<file path="config.mk">
export PLATFORM = sky130hd
export DESIGN_NAME = tlsc_core
export DESIGN_NICKNAME = d
export VERILOG_FILES = /design/src/hdl/tlsc_pkg.sv /design/src/hdl/tlsc_core.sv
export SDC_FILE = /design/constraint.sdc
export NUM_CORES = 1
export LEC_CHECK = 0
export BUFFER_PORTS_ARGS = -buffer_cell sky130_fd_sc_hd__buf_2
export CAP_MARGIN = 20
export CORE_UTILIZATION = 35
export DETAILED_ROUTE_END_ITERATION = 8
export PLACE_DENSITY = 0.64
export SLEW_MARGIN = 20
export SYNTH_ARGS = -nofsm -noshare
export SYNTH_HDL_FRONTEND = slang
export SYNTH_SLANG_ARGS = --single-unit
</file>
<file path="constraint.sdc">
create_clock -name clock -period 4.2 [get_ports clock]
set_clock_uncertainty 0.15 [all_clocks]
set_input_delay 0.21 -clock clock [delete_from_list [all_inputs] [get_ports clock]]
set_output_delay 0.21 -clock clock [all_outputs]
set_load 0.1 [all_outputs]
</file>
<file path="src/hdl/tlsc_pkg.sv">
// Shared types, constants and helper functions of the text line style checker.
// Used by tlsc_core, tlsc_out and text_line_style_checker; depends on nothing.
`default_nettype none

package tlsc_pkg;

   localparam int LENGTH_BITS = 16;
   localparam int COUNT_BITS  = 32;

   localparam int LINE_LEN_W  = 16;
   localparam int NUM_W       = 32;
   localparam int MAX_LEN_W   = 16;
   localparam int CSR_INDEX_W = 2;
   localparam int CSR_DATA_W  = 16;
   localparam int REQ_DATA_W  = 8;
   localparam int RSP_DATA_W  = 120;

   localparam logic [CSR_INDEX_W-1:0] CSR_TAB_EN   = 2'd0;
   localparam logic [CSR_INDEX_W-1:0] CSR_TRAIL_EN = 2'd1;
   localparam logic [CSR_INDEX_W-1:0] CSR_LONG_EN  = 2'd2;
   localparam logic [CSR_INDEX_W-1:0] CSR_MAX_LEN  = 2'd3;

   localparam logic KIND_DATA = 1'b0;
   localparam logic KIND_EOF  = 1'b1;

   localparam logic REPORT_LINE    = 1'b0;
   localparam logic REPORT_SUMMARY = 1'b1;

   localparam logic [7:0] CHAR_LF    = 8'h0A;
   localparam logic [7:0] CHAR_CR    = 8'h0D;
   localparam logic [7:0] CHAR_TAB   = 8'h09;
   localparam logic [7:0] CHAR_SPACE = 8'h20;
   localparam logic [7:0] CHAR_NUL   = 8'h00;

   localparam logic [MAX_LEN_W-1:0] MAX_LEN_RESET = 16'd240;

   typedef struct packed {
      logic                 tab_en;
      logic                 trail_en;
      logic                 long_en;
      logic [MAX_LEN_W-1:0] max_len;
   } cfg_type;

   typedef struct packed {
      logic                  report_kind;
      logic [NUM_W-1:0]      line_number;
      logic                  tab_found;
      logic                  trailing_space_found;
      logic                  too_long;
      logic [LINE_LEN_W-1:0] line_length;
      logic                  nul_found;
      logic [NUM_W-1:0]      byte_total;
      logic [NUM_W-1:0]      line_total;
   } result_type;

   function automatic logic [NUM_W-1:0] clamp_num(input logic [63:0] value);
      logic [63:0] lim;
      lim = 64'(32'hFFFF_FFFF);
      return (value > lim) ? 32'hFFFF_FFFF : value[NUM_W-1:0];
   endfunction

   function automatic logic [LINE_LEN_W-1:0] clamp_len(input logic [63:0] value);
      logic [63:0] lim;
      lim = 64'(16'hFFFF);
      return (value > lim) ? 16'hFFFF : value[LINE_LEN_W-1:0];
   endfunction

endpackage

`default_nettype wire

</file>
<file path="src/hdl/tlsc_core.sv">
// Input register, running line and file state, and result formation.
// Depends on tlsc_pkg.
`default_nettype none

module tlsc_core (
   input  wire logic                               clock,
   input  wire logic                               reset,
   input  wire logic                               req_tvalid,
   output logic                                    req_tready,
   input  wire logic                               req_tuser,   // kind
   input  wire logic [tlsc_pkg::REQ_DATA_W-1:0]    req_tdata,   // data_byte
   input  wire tlsc_pkg::cfg_type                  cfg,
   input  wire logic                               out_ready,
   output logic                                    res_valid,
   output tlsc_pkg::result_type                    res
);

   localparam logic [tlsc_pkg::LENGTH_BITS-1:0] LEN_MAX = '1;
   localparam logic [tlsc_pkg::COUNT_BITS-1:0]  CNT_MAX = '1;

   logic       s1_valid_ff, s1_valid_in;
   logic       s1_kind_ff;
   logic [7:0] s1_byte_ff;
   logic       fire;

   logic [tlsc_pkg::LENGTH_BITS-1:0] len_ff, len_in;
   logic                             cr_ff, cr_in;
   logic                             blank_ff, blank_in;
   logic                             tab_ff, tab_in;
   logic [tlsc_pkg::COUNT_BITS-1:0]  line_num_ff, line_num_in;
   logic [tlsc_pkg::COUNT_BITS-1:0]  bytes_ff, bytes_in;
   logic                             nul_ff, nul_in;
   logic                             full_ff, full_in;

   logic [tlsc_pkg::LENGTH_BITS-1:0] logical;
   logic [tlsc_pkg::COUNT_BITS-1:0]  lines;
   logic                             hit_tab, hit_trail, hit_long;
   logic                             is_eof, is_lf;

   assign fire        = s1_valid_ff && out_ready;
   assign req_tready  = !s1_valid_ff || out_ready;
   assign s1_valid_in = req_tready ? req_tvalid : s1_valid_ff;

   always_ff @(posedge clock) begin
      if (reset) begin
         s1_valid_ff <= 1'b0;
      end else begin
         s1_valid_ff <= s1_valid_in;
      end
   end

   always_ff @(posedge clock) begin
      if (req_tvalid && req_tready) begin
         s1_kind_ff <= req_tuser;
         s1_byte_ff <= req_tdata[7:0];
      end
   end

   assign is_eof = (s1_kind_ff == tlsc_pkg::KIND_EOF);
   assign is_lf  = (s1_byte_ff == tlsc_pkg::CHAR_LF);

   always_comb begin
      logical = len_ff;
      if (cr_ff && (len_ff != '0) && (len_ff != LEN_MAX)) begin
         logical = len_ff - tlsc_pkg::LENGTH_BITS'(1);
      end
      hit_tab   = cfg.tab_en && tab_ff;
      hit_trail = cfg.trail_en && blank_ff;
      hit_long  = cfg.long_en && (64'(logical) > 64'(cfg.max_len));
      lines     = full_ff ? CNT_MAX : (line_num_ff - tlsc_pkg::COUNT_BITS'(1));
   end

   always_comb begin
      res = '0;
      res_valid = 1'b0;
      if (is_eof) begin
         res_valid       = fire;
         res.report_kind = tlsc_pkg::REPORT_SUMMARY;
         res.nul_found   = nul_ff;
         res.byte_total  = tlsc_pkg::clamp_num(64'(bytes_ff));
         res.line_total  = tlsc_pkg::clamp_num(64'(lines));
      end else begin
         res_valid                = fire && is_lf && (hit_tab || hit_trail || hit_long);
         res.report_kind          = tlsc_pkg::REPORT_LINE;
         res.line_number          = tlsc_pkg::clamp_num(64'(line_num_ff));
         res.tab_found            = hit_tab;
         res.trailing_space_found = hit_trail;
         res.too_long             = hit_long;
         res.line_length          = tlsc_pkg::clamp_len(64'(logical));
      end
   end

   always_comb begin
      len_in      = len_ff;
      cr_in       = cr_ff;
      blank_in    = blank_ff;
      tab_in      = tab_ff;
      line_num_in = line_num_ff;
      bytes_in    = bytes_ff;
      nul_in      = nul_ff;
      full_in     = full_ff;
      if (fire) begin
         if (is_eof) begin
            len_in      = '0;
            cr_in       = 1'b0;
            blank_in    = 1'b0;
            tab_in      = 1'b0;
            line_num_in = tlsc_pkg::COUNT_BITS'(1);
            bytes_in    = '0;
            nul_in      = 1'b0;
            full_in     = 1'b0;
         end else begin
            if (bytes_ff != CNT_MAX) begin
               bytes_in = bytes_ff + tlsc_pkg::COUNT_BITS'(1);
            end
            if (s1_byte_ff == tlsc_pkg::CHAR_NUL) begin
               nul_in = 1'b1;
            end
            if (is_lf) begin
               if (line_num_ff != CNT_MAX) begin
                  line_num_in = line_num_ff + tlsc_pkg::COUNT_BITS'(1);
               end else begin
                  full_in = 1'b1;
               end
               len_in   = '0;
               cr_in    = 1'b0;
               blank_in = 1'b0;
               tab_in   = 1'b0;
            end else begin
               if (len_ff != LEN_MAX) begin
                  len_in = len_ff + tlsc_pkg::LENGTH_BITS'(1);
               end
               if (s1_byte_ff == tlsc_pkg::CHAR_TAB) begin
                  tab_in = 1'b1;
               end
               if (s1_byte_ff == tlsc_pkg::CHAR_CR) begin
                  cr_in = 1'b1;
               end else begin
                  cr_in    = 1'b0;
                  blank_in = (s1_byte_ff == tlsc_pkg::CHAR_SPACE) ||
                             (s1_byte_ff == tlsc_pkg::CHAR_TAB);
               end
            end
         end
      end
   end

   always_ff @(posedge clock) begin
      if (reset) begin
         len_ff      <= '0;
         cr_ff       <= 1'b0;
         blank_ff    <= 1'b0;
         tab_ff      <= 1'b0;
         line_num_ff <= tlsc_pkg::COUNT_BITS'(1);
         bytes_ff    <= '0;
         nul_ff      <= 1'b0;
         full_ff     <= 1'b0;
      end else begin
         len_ff      <= len_in;
         cr_ff       <= cr_in;
         blank_ff    <= blank_in;
         tab_ff      <= tab_in;
         line_num_ff <= line_num_in;
         bytes_ff    <= bytes_in;
         nul_ff      <= nul_in;
         full_ff     <= full_in;
      end
   end

   a_eof_clears: assert property (@(posedge clock) disable iff (reset)
      (fire && is_eof) |=> (line_num_ff == tlsc_pkg::COUNT_BITS'(1)) && (bytes_ff == '0)
         && !full_ff && !nul_ff && (len_ff == '0))
      else $error("file state not cleared after end of file");

   a_line_num_nonzero: assert property (@(posedge clock) disable iff (reset)
      line_num_ff != '0)
      else $error("line number reached zero");

   a_lf_clears_line: assert property (@(posedge clock) disable iff (reset)
      (fire && !is_eof && is_lf) |=> (len_ff == '0) && !tab_ff && !blank_ff && !cr_ff)
      else $error("line state not cleared after newline");

endmodule

`default_nettype wire

</file>
==> insert_results.sql <==
INSERT INTO impl_metrics (metric_group, metric, value, unit) VALUES
('timing', 'timing_max_transition_violations_final', '0', ''),
('layout', 'register_area', '1990', 'µm²'),
('timing', 'timing_hold_violations_final', '0', ''),
('critical_path', 'depth_of_the_worst_register_to_register_path', '5', ''),
('detailed_routing', 'detail_route.wl_per_cell', '15.6', 'µm'),
('timing', 'timing.fmax', '250', 'MHz'),
('critical_path', 'start_kind', 'flop', ''),
('placement', 'dpl_cell_area', '8140', 'µm²'),
('outcome', 'status', 'finished clean', ''),
('floorplan', 'top_level_ports', '151', ''),
('grt', 'global_route.overflow_total', '0', ''),
('grt', 'grt_antenna_before_repair', '0', ''),
('grt', 'via_count_of_the_first_global_routing_pass', '6805', ''),
('power', 'worst_ir_drop_vdd', '0.000181', 'V'),
('cts', 'cts_h_tree_depth', '3', ''),
('detailed_routing', 'number_of_design_rule_violations_left_after_detail_routing', '0', ''),
('grt', 'grt_start_max_net_pins', '53', ''),
('power', 'p_leak', '0.00342', 'µW'),
('critical_path', 'worst-path-max-fanout', '9', ''),
('timing', 'timing.final.crit_share', '0.953', ''),
('grt', 'global_route_wire_length_before_repair', '34400', 'µm'),
('timing', 'rsz0062_at_grt', 'false', ''),
('power', 'power.internal', '1610', 'µW'),
('critical_path', 'critical_path_arrival', '3.64', 'ns'),
('power', 'power.density', '246', 'nW/µm²'),
('layout', 'postLayoutCoreUtil', '0.428', ''),
('critical_path', 'rrSetupSlack', '1.15', 'ns'),
('layout', 'multi_input_comb_area', '4860', 'µm²'),
('power', 'p_seq_frac', '0.435', ''),
('cts', 'tritoncts_clock_tree', 'yes', ''),
('placement', 'routabilityCongestion', '0.858', ''),
('power', 'power_frac_clock', '0.470', ''),
('floorplan', 'floorplan.rows', '52', ''),
('layout', 'antennaDiodeCount', '0', ''),
('yosys', 'synth.cell_area', '7260', 'µm²'),
('critical_path', 'timing.setup.critical_path_class', 'flop to primary output', ''),
('layout', 'final-instance-count-excl-fill', '1342', ''),
('critical_path', 'worst_setup_path_endpoint', 'res_valid', ''),
('timing', 'relSlewSlack', '0.330', ''),
('yosys', 'synth_enable_flop_cells', '9', ''),
('placement', 'place_inst', '1313', ''),
('timing', 'final.setup.tns', '0', 'ns'),
('layout', 'relative_area_change_from_synthesis_to_final_layout', '19.5', '%'),
('yosys', 'synth.lib_cells_used.distinct', '70', ''),
('layout', 'postLayoutCellArea', '8680', 'µm²'),
('floorplan', 'initial_utilization', '0.358', ''),
('grt', 'grt_use_total', '0.195', ''),
('yosys', 'avgSynthCellArea', '7.58', 'µm²'),
('critical_path', 'worst_r2r_endpoint', 'line_num_ff[29]', ''),
('yosys', 'synth-seq-cells', '95', ''),
('detailed_routing', 'via_count', '7447', ''),
('timing', 'setup-violations-final', '0', ''),
('power', 'p_switching', '524', 'µW'),
('layout', 'post_route_cells_drive_above_1_share', '0.199', ''),
('cts', 'worstSkewPairLatency', '0.35', 'ns'),
('placement', 'place_hpwl', '15000', 'µm'),
('yosys', 'postSynth.topFlopCell', 'dfxtp_1', ''),
('yosys', 'ys_async_sr_fraction', '0', ''),
('detailed_routing', 'drt-total-wl', '21000', 'µm'),
('floorplan', 'die-area', '21300', 'µm²'),
('yosys', 'sequential_share_of_the_synthesized_area', '0.274', ''),
('power', 'comb_power_share', '0.095', ''),
('floorplan', 'core_area', '20300', 'µm²'),
('critical_path', 'critPathRequiredTime', '3.84', 'ns'),
('floorplan', 'overall_die_width', '146', 'µm'),
('cts', 'cts.sink_count', '95', ''),
('run', 'maxcap_violations', '0', ''),
('yosys', 'yosys_warnings', '0', ''),
('cts', 'total_cts_buffers', '9', ''),
('power', 'switching_share', '0.245', ''),
('detailed_routing', 'postRouteAntennaNets', '0', '');
==> placed cells by master (no fill, tap or decap), drive strengths merged, types with 10 or more instances in the layout <==
cell type and count:
nor4 23, nand4 31, and3 12, nor2b 40, xnor2 27, nor3 28
inv 36, a21oi 103, clkbuf 12, or3 38, nand3 43, buf 166
and2 38, o31ai 30, nand2 60, nor2 56, mux2 11, dlygate4sd3 10
o21ai 41, dfxtp 86, ha 21, xor2 19, or4 46, and4 12
==> cell usage after synthesis, types with 27 or more instances <==
cell type | instances | area [µm²]
nand4_1 | 29 | 181
xnor2_1 | 27 | 236
o31ai_1 | 30 | 225
and2_1 | 38 | 238
nand3_1 | 43 | 215
a21oi_1 | 103 | 515
or4_1 | 45 | 338
o21ai_0 | 39 | 195
nand2_1 | 60 | 225
or3_1 | 37 | 231
nor2_1 | 56 | 210
clkbuf_1 | 53 | 199
nor3_1 | 27 | 135
inv_1 | 35 | 131
nor2b_1 | 40 | 250
dfxtp_1 | 86 | 1720
==> sequential cells by signal, summed over array words and instances, names as in the netlist <==
name	flops
full_ff	1
is_eof	1
tab_ff	1
s1_byte_ff	8
cr_ff	1
len_ff	16
line_num_ff	32
nul_ff	1
bytes_ff	32
blank_ff	1
s1_valid_ff	1
==> power by group through the flow <==
stage,combinational (µW),sequential [µW],clock (µW)
2_1_floorplan,138,947,0
3_5_place_dp,191,951,0
3_3_place_gp,190,950,0
4_1_cts,199,930,1030
6_report,202,930,1000
5_1_grt,218,931,1060
==> worst min-delay path by stage <==
stage	startpoint	end	cells after the start
global placement	req_tdata[7]	s1_byte_ff[7]	1
detailed placement	req_tuser	is_eof	1
CTS	out_ready	s1_valid_ff	3
floorplan	req_tuser	is_eof	0
global route	reset	blank_ff	2
finish	out_ready	s1_valid_ff	3
==> repair_timing <==
action                     in CTS  in global routing
hold endpoints to repair       10                  0
hold buffers                   10                  0
gates resized for setup         3                  5
setup endpoints to repair       2                  2
gates cloned                    0                  1
pin swaps                       0                  1
buffers inserted                0                  1
==> layout make-up <==
type                    count  area share
clock buffers              12      0.0309
clock inverters             4      0.0114
inverters                  35      0.0151
multi-input cells         750       0.560
flip-flops and latches     95       0.230
well taps                 270      0.0389
repair buffers            176       0.114
==> worst max-delay path: stages, from the launching register on <==
cell and delay (ns):
dfxtp_1 0.38, or4_1 0.51, or3_4 0.40, o21ai_4 0.24, buf_4 0.17, nor3_1 0.07, xor2_1 0.15, ha_1 0.19
a21oi_1 0.15, o21ai_0 0.12, a221o_1 0.35, a211oi_2 0.24, o22ai_2 0.11, buf_6 0.21
==> layer usage <==
metal / wire (µm) / global-route usage / part of all wire / up-vias
met5: 0 / 0 / 0 / -
met1: 10000 / 0.262 / 0.48 / 3502
li1: - / - / - / 3753
met3: 894 / 0.0278 / 0.043 / 19
met2: 9720 / 0.323 / 0.46 / 173
met4: 329 / 0.0625 / 0.016 / 0
==> cells by family (layout without fill, tap and decap cells) <==
| logic type | Yosys count | in the layout | share of synthesized area |
|---|---|---|---|
| and+or+nand+nor | 449 | 449 | 0.365 |
| AOI/OAI and AO/OA | 222 | 223 | 0.187 |
| buffers and inverters | 114 | 227 | 0.0644 |
| DFF | 95 | 95 | 0.274 |
| xor gates and xnor gates | 46 | 46 | 0.0555 |
| adders and majority gates | 21 | 21 | 0.0362 |
| muxes | 11 | 11 | 0.0171 |
==> stage by stage <==
stage | hold slack (ns) | setup WS, ns
global placement | 0.238 | 0.345
CTS | 0.0829 | 0.0190
detailed placement | 0.239 | 0.306
floorplan | 0.159 | -0.142
finish | 0.108 | 0.197
global route | 0.114 | 0.00780
(Power assumes the default switching activity.)
